`src/rtl/sha256_pkg.sv`:
```
// Package for the SHA-256 stream hasher: payload types, round constants,
// initial hash values and the rotate-right function rotr. No dependencies.
`default_nettype none
package sha256_pkg;

  typedef struct packed {
    logic [7:0] data_byte;
    logic       has_byte;
    logic       finish;
    logic       restart;
  } in_item_t;

  typedef struct packed {
    logic [31:0] digest_word;
    logic [2:0]  word_index;
    logic        last_word;
  } out_item_t;

  // Request from the sequencer to the compression core. The core holds its
  // first 16 rounds until w_valid shows a message word.
  typedef struct packed {
    logic start;
    logic w_valid;
  } core_ctrl_t;

  localparam logic [7:0] PAD_BYTE = 8'h80;
  localparam int unsigned LEN_POS = 56;

  localparam logic [31:0] INIT_H [8] = '{
    32'h6a09e667, 32'hbb67ae85, 32'h3c6ef372, 32'ha54ff53a,
    32'h510e527f, 32'h9b05688c, 32'h1f83d9ab, 32'h5be0cd19
  };

  localparam logic [31:0] ROUND_K [64] = '{
    32'h428a2f98, 32'h71374491, 32'hb5c0fbcf, 32'he9b5dba5,
    32'h3956c25b, 32'h59f111f1, 32'h923f82a4, 32'hab1c5ed5,
    32'hd807aa98, 32'h12835b01, 32'h243185be, 32'h550c7dc3,
    32'h72be5d74, 32'h80deb1fe, 32'h9bdc06a7, 32'hc19bf174,
    32'he49b69c1, 32'hefbe4786, 32'h0fc19dc6, 32'h240ca1cc,
    32'h2de92c6f, 32'h4a7484aa, 32'h5cb0a9dc, 32'h76f988da,
    32'h983e5152, 32'ha831c66d, 32'hb00327c8, 32'hbf597fc7,
    32'hc6e00bf3, 32'hd5a79147, 32'h06ca6351, 32'h14292967,
    32'h27b70a85, 32'h2e1b2138, 32'h4d2c6dfc, 32'h53380d13,
    32'h650a7354, 32'h766a0abb, 32'h81c2c92e, 32'h92722c85,
    32'ha2bfe8a1, 32'ha81a664b, 32'hc24b8b70, 32'hc76c51a3,
    32'hd192e819, 32'hd6990624, 32'hf40e3585, 32'h106aa070,
    32'h19a4c116, 32'h1e376c08, 32'h2748774c, 32'h34b0bcb5,
    32'h391c0cb3, 32'h4ed8aa4a, 32'h5b9cca4f, 32'h682e6ff3,
    32'h748f82ee, 32'h78a5636f, 32'h84c87814, 32'h8cc70208,
    32'h90befffa, 32'ha4506ceb, 32'hbef9a3f7, 32'hc67178f2
  };

  function automatic logic [31:0] rotr(input logic [31:0] x, input int unsigned n);
    return (x >> n) | (x << (32 - n));
  endfunction

endpackage
`default_nettype wire

```
`src/rtl/sha256_core.sv`:
```
// SHA-256 compression core: one round per cycle, the first 16 rounds only while
// w_valid shows a message word; message schedule kept in a 16-word sliding window. Depends on sha256_pkg.
`default_nettype none
module sha256_core
  import sha256_pkg::*;
(
  input  wire logic              clk,
  input  wire logic              rst,
  input  wire core_ctrl_t        ctrl,
  input  wire logic [31:0]       w_in,     // message word for rounds 0..15
  input  wire logic [255:0]      h_in,
  output logic                   want_word,
  output logic                   done,
  output logic [255:0]           h_out
);
  logic        busy;
  logic        step;
  logic [6:0]  rnd;
  logic [31:0] win [16];
  logic [31:0] va, vb, vc, vd, ve, vf, vg, vh;
  logic [31:0] wt, s0, s1, t1, t2, wnew;

  assign want_word = busy && (rnd < 7'd16);
  // The first 16 rounds wait for their message word.
  assign step      = busy && ((rnd >= 7'd16) || ctrl.w_valid);

  always_comb begin
    s0   = rotr(win[1], 7) ^ rotr(win[1], 18) ^ (win[1] >> 3);
    s1   = rotr(win[14], 17) ^ rotr(win[14], 19) ^ (win[14] >> 10);
    wnew = win[0] + s0 + win[9] + s1;
    wt   = (rnd < 7'd16) ? w_in : wnew;
    t1 = vh + (rotr(ve, 6) ^ rotr(ve, 11) ^ rotr(ve, 25)) + ((ve & vf) ^ (~ve & vg))
         + ROUND_K[rnd[5:0]] + wt;
    t2 = (rotr(va, 2) ^ rotr(va, 13) ^ rotr(va, 22)) + ((va & vb) ^ (va & vc) ^ (vb & vc));
  end

  always_ff @(posedge clk) begin
    if (rst) begin
      busy <= 1'b0;
      rnd  <= '0;
      done <= 1'b0;
    end else begin
      done <= step && (rnd == 7'd63);
      if (ctrl.start && !busy) begin
        busy <= 1'b1;
        rnd  <= '0;
      end else if (step) begin
        if (rnd == 7'd63) begin
          busy <= 1'b0;
        end
        rnd <= rnd + 7'd1;
      end
    end
  end

  always_ff @(posedge clk) begin
    if (ctrl.start && !busy) begin
      {va, vb, vc, vd, ve, vf, vg, vh} <= h_in;
    end else if (step) begin
      for (int i = 0; i < 15; i++) win[i] <= win[i + 1];
      win[15] <= wt;
      vh <= vg; vg <= vf; vf <= ve; ve <= vd + t1;
      vd <= vc; vc <= vb; vb <= va; va <= t1 + t2;
    end
  end

  always_comb begin
    h_out[255:224] = h_in[255:224] + va;
    h_out[223:192] = h_in[223:192] + vb;
    h_out[191:160] = h_in[191:160] + vc;
    h_out[159:128] = h_in[159:128] + vd;
    h_out[127:96]  = h_in[127:96]  + ve;
    h_out[95:64]   = h_in[95:64]   + vf;
    h_out[63:32]   = h_in[63:32]   + vg;
    h_out[31:0]    = h_in[31:0]    + vh;
  end
endmodule
`default_nettype wire

```
`config.mk`:
```
export PLATFORM = sky130hd
export DESIGN_NAME = sha256_core
export DESIGN_NICKNAME = d
export VERILOG_FILES = /design/src/rtl/sha256_pkg.sv /design/src/rtl/sha256_core.sv
export SDC_FILE = /design/constraint.sdc
export NUM_CORES = 2
export LEC_CHECK = 0
export ABC_AREA = 1
export BUFFER_PORTS_ARGS = -buffer_cell sky130_fd_sc_hd__buf_2
export CAP_MARGIN = 10
export CORE_MARGIN = 2
export CORE_UTILIZATION = 30
export CTS_BUF_LIST = sky130_fd_sc_hd__clkbuf_4
export DETAILED_ROUTE_END_ITERATION = 8
export HOLD_SLACK_MARGIN = 0.06
export PLACE_DENSITY = 0.54
export SYNTH_ARGS = -nofsm -noshare
export SYNTH_HDL_FRONTEND = slang
export SYNTH_SLANG_ARGS = --single-unit
```
`constraint.sdc`:
```
create_clock -name clk -period 9.6 [get_ports clk]
set_input_delay 0.96 -clock clk [delete_from_list [all_inputs] [get_ports clk]]
set_output_delay 0.96 -clock clk [all_outputs]
set_load 0.01 [all_outputs]
```
Word level (Yosys, flattened, before mapping)
Memories as Yosys holds them, arrays and structs flattened.
Index checks and enable logic that the tools add are counted.
{"block": "word_totals", "memories": 2, "input_bits": 292, "output_inout_bits": 258, "word_cells": 99, "mem_bits_rw": 512, "mem_bits_ro": 2048, "reg_bits": 265}
{"block": "op_classes", "n_mux": 25, "add_sub_neg": 19, "n_bitwise": 28, "n_lt_le_gt_ge": 3, "eq_ne": 1, "n_reduce_logical": 10}
{"memory": "(name not given)", "words": 64, "width": 32, "rd": 1, "rd_ports_with_merged_regs": 0, "wr": 0, "line_no": "sha256_core.sv:33", "rtl": "+ ROUND_K[rnd[5:0]] + wt;"}
{"memory": "win", "words": 16, "width": 32, "rd": 16, "rd_ports_with_merged_regs": 0, "wr": 16, "line_no": "sha256_core.sv:19", "rtl": "logic [31:0] win [16];"}
{"op": "32-bit two-way mux", "count": 19}
{"op": "32-bit adder", "count": 18}
{"op": "32-bit bitwise XOR", "count": 9}
{"op": "32-bit AND", "count": 5}
{"op": "32-bit inverter", "count": 1}
{"op": "10-bit by 32-bit bitwise OR with 32-bit output", "count": 1}
{"op": "13-bit by 32-bit bitwise OR with 32-bit output", "count": 1}
{"op": "14-bit by 32-bit bitwise OR with 32-bit output", "count": 1}
{"op": "15-bit by 32-bit bitwise OR with 32-bit output", "count": 1}
{"op": "19-bit by 32-bit bitwise OR with 32-bit output", "count": 1}
{"op": "21-bit by 32-bit bitwise OR with 32-bit output", "count": 1}
{"op": "25-bit by 32-bit bitwise OR with 32-bit output", "count": 1}
{"op": "26-bit by 32-bit bitwise OR with 32-bit output", "count": 1}
{"op": "30-bit by 32-bit bitwise OR with 32-bit output", "count": 1}
{"op": "7-bit by 32-bit bitwise OR with 32-bit output", "count": 1}
{"op": "32-bit by 22-bit bitwise XOR with 32-bit output", "count": 1}
{"op": "32-bit by 29-bit bitwise XOR with 32-bit output", "count": 1}
{"op": "7-bit by 1-bit adder with 7-bit output, second input constant", "count": 1}
{"op": "7-bit by 6-bit equality test with 1-bit output, second input constant", "count": 1}
{"op": "7-bit by 5-bit greater-or-equal comparator with 1-bit output, second input constant", "count": 1}
{"op": "7-bit greater-or-equal comparator, second input constant", "count": 1}
{"op": "7-bit by 5-bit < comparator with 1-bit output, second input constant", "count": 1}
{"op": "6-bit inverter with 7-bit output", "count": 1}
{"op": "1-bit two-way mux", "count": 6}
{"op": "other kinds (6)", "count": 10}

Longest topological paths before layout
{"block": "logic_depth", "word_depth": 11, "mapped_depth": 55}

Least setup slack after synthesis
No wires, ideal clock.
{"block": "synth_timing", "kind": "register to register", "from": "memory win[14][20] (netlist: win[1][212])", "to": "register va[31], data pin", "stages_incl_launch_ff": 50, "setup_slack_ns": 1.077, "arrival_ns": 8.270, "required_ns": 9.347, "period_less_slack_ns": 8.523, "n_path_buf": 0, "cell_sequence": "edfxtp_1 > xnor2_1 > xor2_1 > inv_1 > fa_1 > inv_1 > fa_1 > inv_1 > ha_1 > inv_1 > fa_1 > inv_1 > nand2_1 > nand3_2 > a31oi_1 > o21bai_2 > nand3_1 > nand2_1 > [... 14 more ...] > nand3_1 > nand3_1 > nand3_1 > nand2_2 > xor2_1 > inv_1 > fa_1 > inv_1 > ha_1 > a21oi_1 > a21boi_0 > o21ai_0 > a21oi_1 > nand2_1 > xor2_1 > nand3_1 > nand3_1 > nand2_1"}
{"element": "start: declaration", "line_no": "sha256_core.sv:19"}
{"element": "end signal: assignment", "line_no": "sha256_core.sv:58", "rtl": "{va, vb, vc, vd, ve, vf, vg, vh} <= h_in;"}
{"element": "end signal: assignment", "line_no": "sha256_core.sv:63", "rtl": "vd <= vc; vc <= vb; vb <= va; va <= t1 + t2;"}
{"element": "end: declaration", "line_no": "sha256_core.sv:20", "rtl": "logic [31:0] va, vb, vc, vd, ve, vf, vg, vh;"}

==> summary.json <==
{
  "floorplan.rows": 160,
  "number_of_cts_inserted_buffers": 213,
  "final.period_utilization_pct": 95.44,
  "async_reset_ff_share_pct": 0,
  "ys_types": 71,
  "cts_tree": "yes",
  "most_frequent_cells_in_the_layout": "1515 x sky130_fd_sc_hd__nand2_1, 885 x sky130_fd_sc_hd__inv_1, 768 x sky130_fd_sc_hd__edfxtp_1",
  "fmax_ghz": 0.1091,
  "postSynthCellCount": 6434,
  "terminating_pin_of_the_worst_hold_path": "ve[29]",
  "cap_violations": 0,
  "wirelength_um": 249800,
  "clock_slew_at_reported_path_ffs_ns": 0.07,
  "rr_worst_depth": 42,
  "antenna_found_initial": 21,
  "grt_first_pass_wirelength_um": 351400,
  "tightestPinTransition_ns": 1.231,
  "crit_path_max_fanout": 5,
  "clock_insertion_delay_worst_skew_ns": 1.24,
  "finalHoldViolCount": 0,
  "period_minus_slack_ns": 9.162,
  "globalRouteTotalUtil_pct": 25.07,
  "cp_common_cell": "sky130_fd_sc_hd__inv_1",
  "worstPathRequired_ns": 10.48,
  "netlist_area_before_placement_um2": 57110,
  "start_util_pct": 30.12,
  "final_core_util_pct": 36.80,
  "worst_slew_margin_rel_pct": 17.95,
  "place.port_buffers": 549,
  "hold-path-cell-count": 3,
  "worst-endpoint-arrival_ns": 10.05,
  "setup_viol_count_final": 0,
  "pin_count": 550,
  "route.detailed.vias_per_inst": 4.979,
  "syn-mean-instance-area_um2": 8.876,
  "final_routed_wire_length_divided_by_cell_count_um": 24.56,
  "fp.dieArea_um2": 193900,
  "grt_start_max_net_pins": 187,
  "synth-edff-count": 768,
  "die_w_um": 440.3,
  "timing.critical_path.slowest_stage_cell": "sky130_fd_sc_hd__fa_1",
  "hold_class": "in2reg",
  "r2r-start": "win[1][210]",
  "number_of_pins_with_negative_max_slew_slack_in_the_final_report": 0,
  "starting_drt_drc_count": 4188,
  "synthesis.nets": 7330,
  "critPathBufInv": 16,
  "outcome": "completed",
  "cp_top_family": "adder cells",
  "final_layout_size_suffix_gt1_share_pct": 16.99,
  "postSynth.topFlopCell": "sky130_fd_sc_hd__edfxtp_1",
  "synth_sequential_area_ratio_pct": 40.70,
  "antenna_violating_nets_post_route": 0,
  "rr_endpoint": "va[19]",
  "finish.net_count": 8379,
  "timing.critical_path.slowest_cell_delay_ns": 0.50,
  "detailroute.via_count": 50630,
  "synthToLayoutAreaGrowth_pct": 22.15,
  "grt_overflow": 0,
  "post-route-drc-count": 0,
  "htree_num_levels": 4,
  "gp_congestion": 0.9658,
  "ys_seq_elements": 777,
  "fp.coreArea_um2": 189600,
  "worst-r2r-setup-slack_ns": 0.44,
  "via_count_of_the_first_global_routing_pass": 50560,
  "critPathCaptureType": "flip-flop",
  "detailedPlacementHpwl_um": 202400,
  "cts_root_buffer": "sky130_fd_sc_hd__clkbuf_4",
  "commonest_non_fill_non_tap_cell_in_the_layout": "sky130_fd_sc_hd__nand2_1",
  "dr_pass1_iterations": 8,
  "final.fill_count": 19630,
  "clockBufferDepth": 3,
  "worstSetupPathType": "reg2reg",
  "timing.hold.worst.start": "h_in[125]",
  "yosys_warnings": 0,
  "startpoint_type_of_the_worst_setup_path": "flip-flop",
  "cts_num_sinks": 777,
  "die_y_um": 440.3,
  "clock-skew-final_ns": 0.1099
}
flip-flops by register name, indices dropped and copies added, names as in the netlist:
register,cells
vc,32
vd,32
vg,32
vb,32
done,1
rnd,7
busy,1
ve,32
vh,32
va,32
vf,32
win,512
cell type report:
cell class	count	area, um2	share of cell area (%)
Clock buffer	287	2155	3.089
Multi-Input combinational cell	4601	30540	43.78
Tap cell	2511	3142	4.504
Inverter	908	3423	4.907
Timing Repair Buffer	982	6669	9.560
Antenna cell	19	47.55	0.06816
Clock inverter	84	535.5	0.7677
Sequential cell	777	23250	33.32
what timing repair did:
| item | 4_1_cts | 5_1_grt |
|---|---|---|
| endpoints found under the setup margin | 0 | 20 |
| hold buffers | 258 | 0 |
| hold endpoints to repair | 266 | 0 |
| buffers inserted | 0 | 21 |
| gates resized for setup | 0 | 152 |
synth_stat cells (all sizes together) (3+ instances only):
library cell     n  area, um2
o2111a           3      33.78
and3             4      25.02
maj3             3      30.03
xor2           305       2679
clkinv           3      11.26
nand3          224       1161
dfxtp            9      180.2
nor3            78      410.4
o31ai            8      60.06
o21ai          436       2291
buf             30      140.1
ha             407       5092
nand3b          12      90.09
a31oi           26      162.7
a211oi          11      82.58
nor4            22      137.6
a21boi          13      108.9
mux2i            3      30.03
o22ai            5      31.28
a31o             3      26.28
fa             197       3944
a21oi          504       2597
clkbuf         118      444.2
o221ai          11      96.34
o2111ai          5      43.79
o311ai           4      35.04
o211ai          34      265.3
o21a            12      90.09
nor2           325       1230
xnor2          238       2092
a21o            28      210.2
or2             43      269.0
o21bai          41      311.6
a221oi          16      140.1
a2111oi          5      43.79
nand2         1542       5823
inv            905       3397
edfxtp         768      23060
nand4           25      156.4
per-layer routing:
metal	wire length, um	vias to the layer above	share of wire (%)	GRT usage [%]
li1	-	23670	-	-
met1	98870	24650	40	30.28
met2	123700	1827	50	43.49
met3	13260	484	5.3	3.386
met4	13920	4	5.6	12.72
met5	27	-	0.011	0
worst register-to-register path: cells and delay by family, from the launching register on:
| kind | cells | cell delay (ns) |
|---|---|---|
| xor+xnor | 5 | 0.93 |
| buf+inv | 16 | 1.47 |
| simple gates | 1 | 0.27 |
| compound gates | 10 | 1.66 |
| fa+ha+maj | 10 | 4.10 |
| flops | 1 | 0.41 |
metrics by stage:
step	hold slack, ns	setup TNS, ns	setup slack (ns)	cells	cell area [um2]
detailed placement	0.4045	0	0.04676	9500	63630
CTS	0.06476	0	0.03328	10130	68900
floorplan	0.4003	0	1.077	6434	57110
finish	0.2141	0	0.4380	10170	69760
global placement	0.4004	0	0.01705	9500	63630
global route	0.09582	-0.04390	-0.02260	10170	69750
how the worst max path moves through the flow:
stage                     slack, ns  cells past startpoint     end        start
after CTS                      0.03                     48  va[31]  win[1][221]
after global placement         0.02                     48  va[31]  win[1][221]
after detailed placement       0.05                     48  va[31]  win[1][221]
after global routing          -0.02                     52  va[31]  win[1][210]
final                          0.44                     42  va[19]  win[1][210]
after floorplan                1.08                     49  va[31]  win[1][212]
kinds of logic after synthesis:
kind of cell / share of synthesized area, %
buffers and inverters: 6.991
adders and majority gates: 15.88
DFF: 40.70
AOI/OAI and AO/OA: 11.71
and+or+nand+nor: 16.32
xor gates and xnor gates: 8.354
muxes: 0.05258
Power is left out: the tool's default activity adds up to more than one toggle a clock period on the data nets, which glitch-free logic cannot reach.
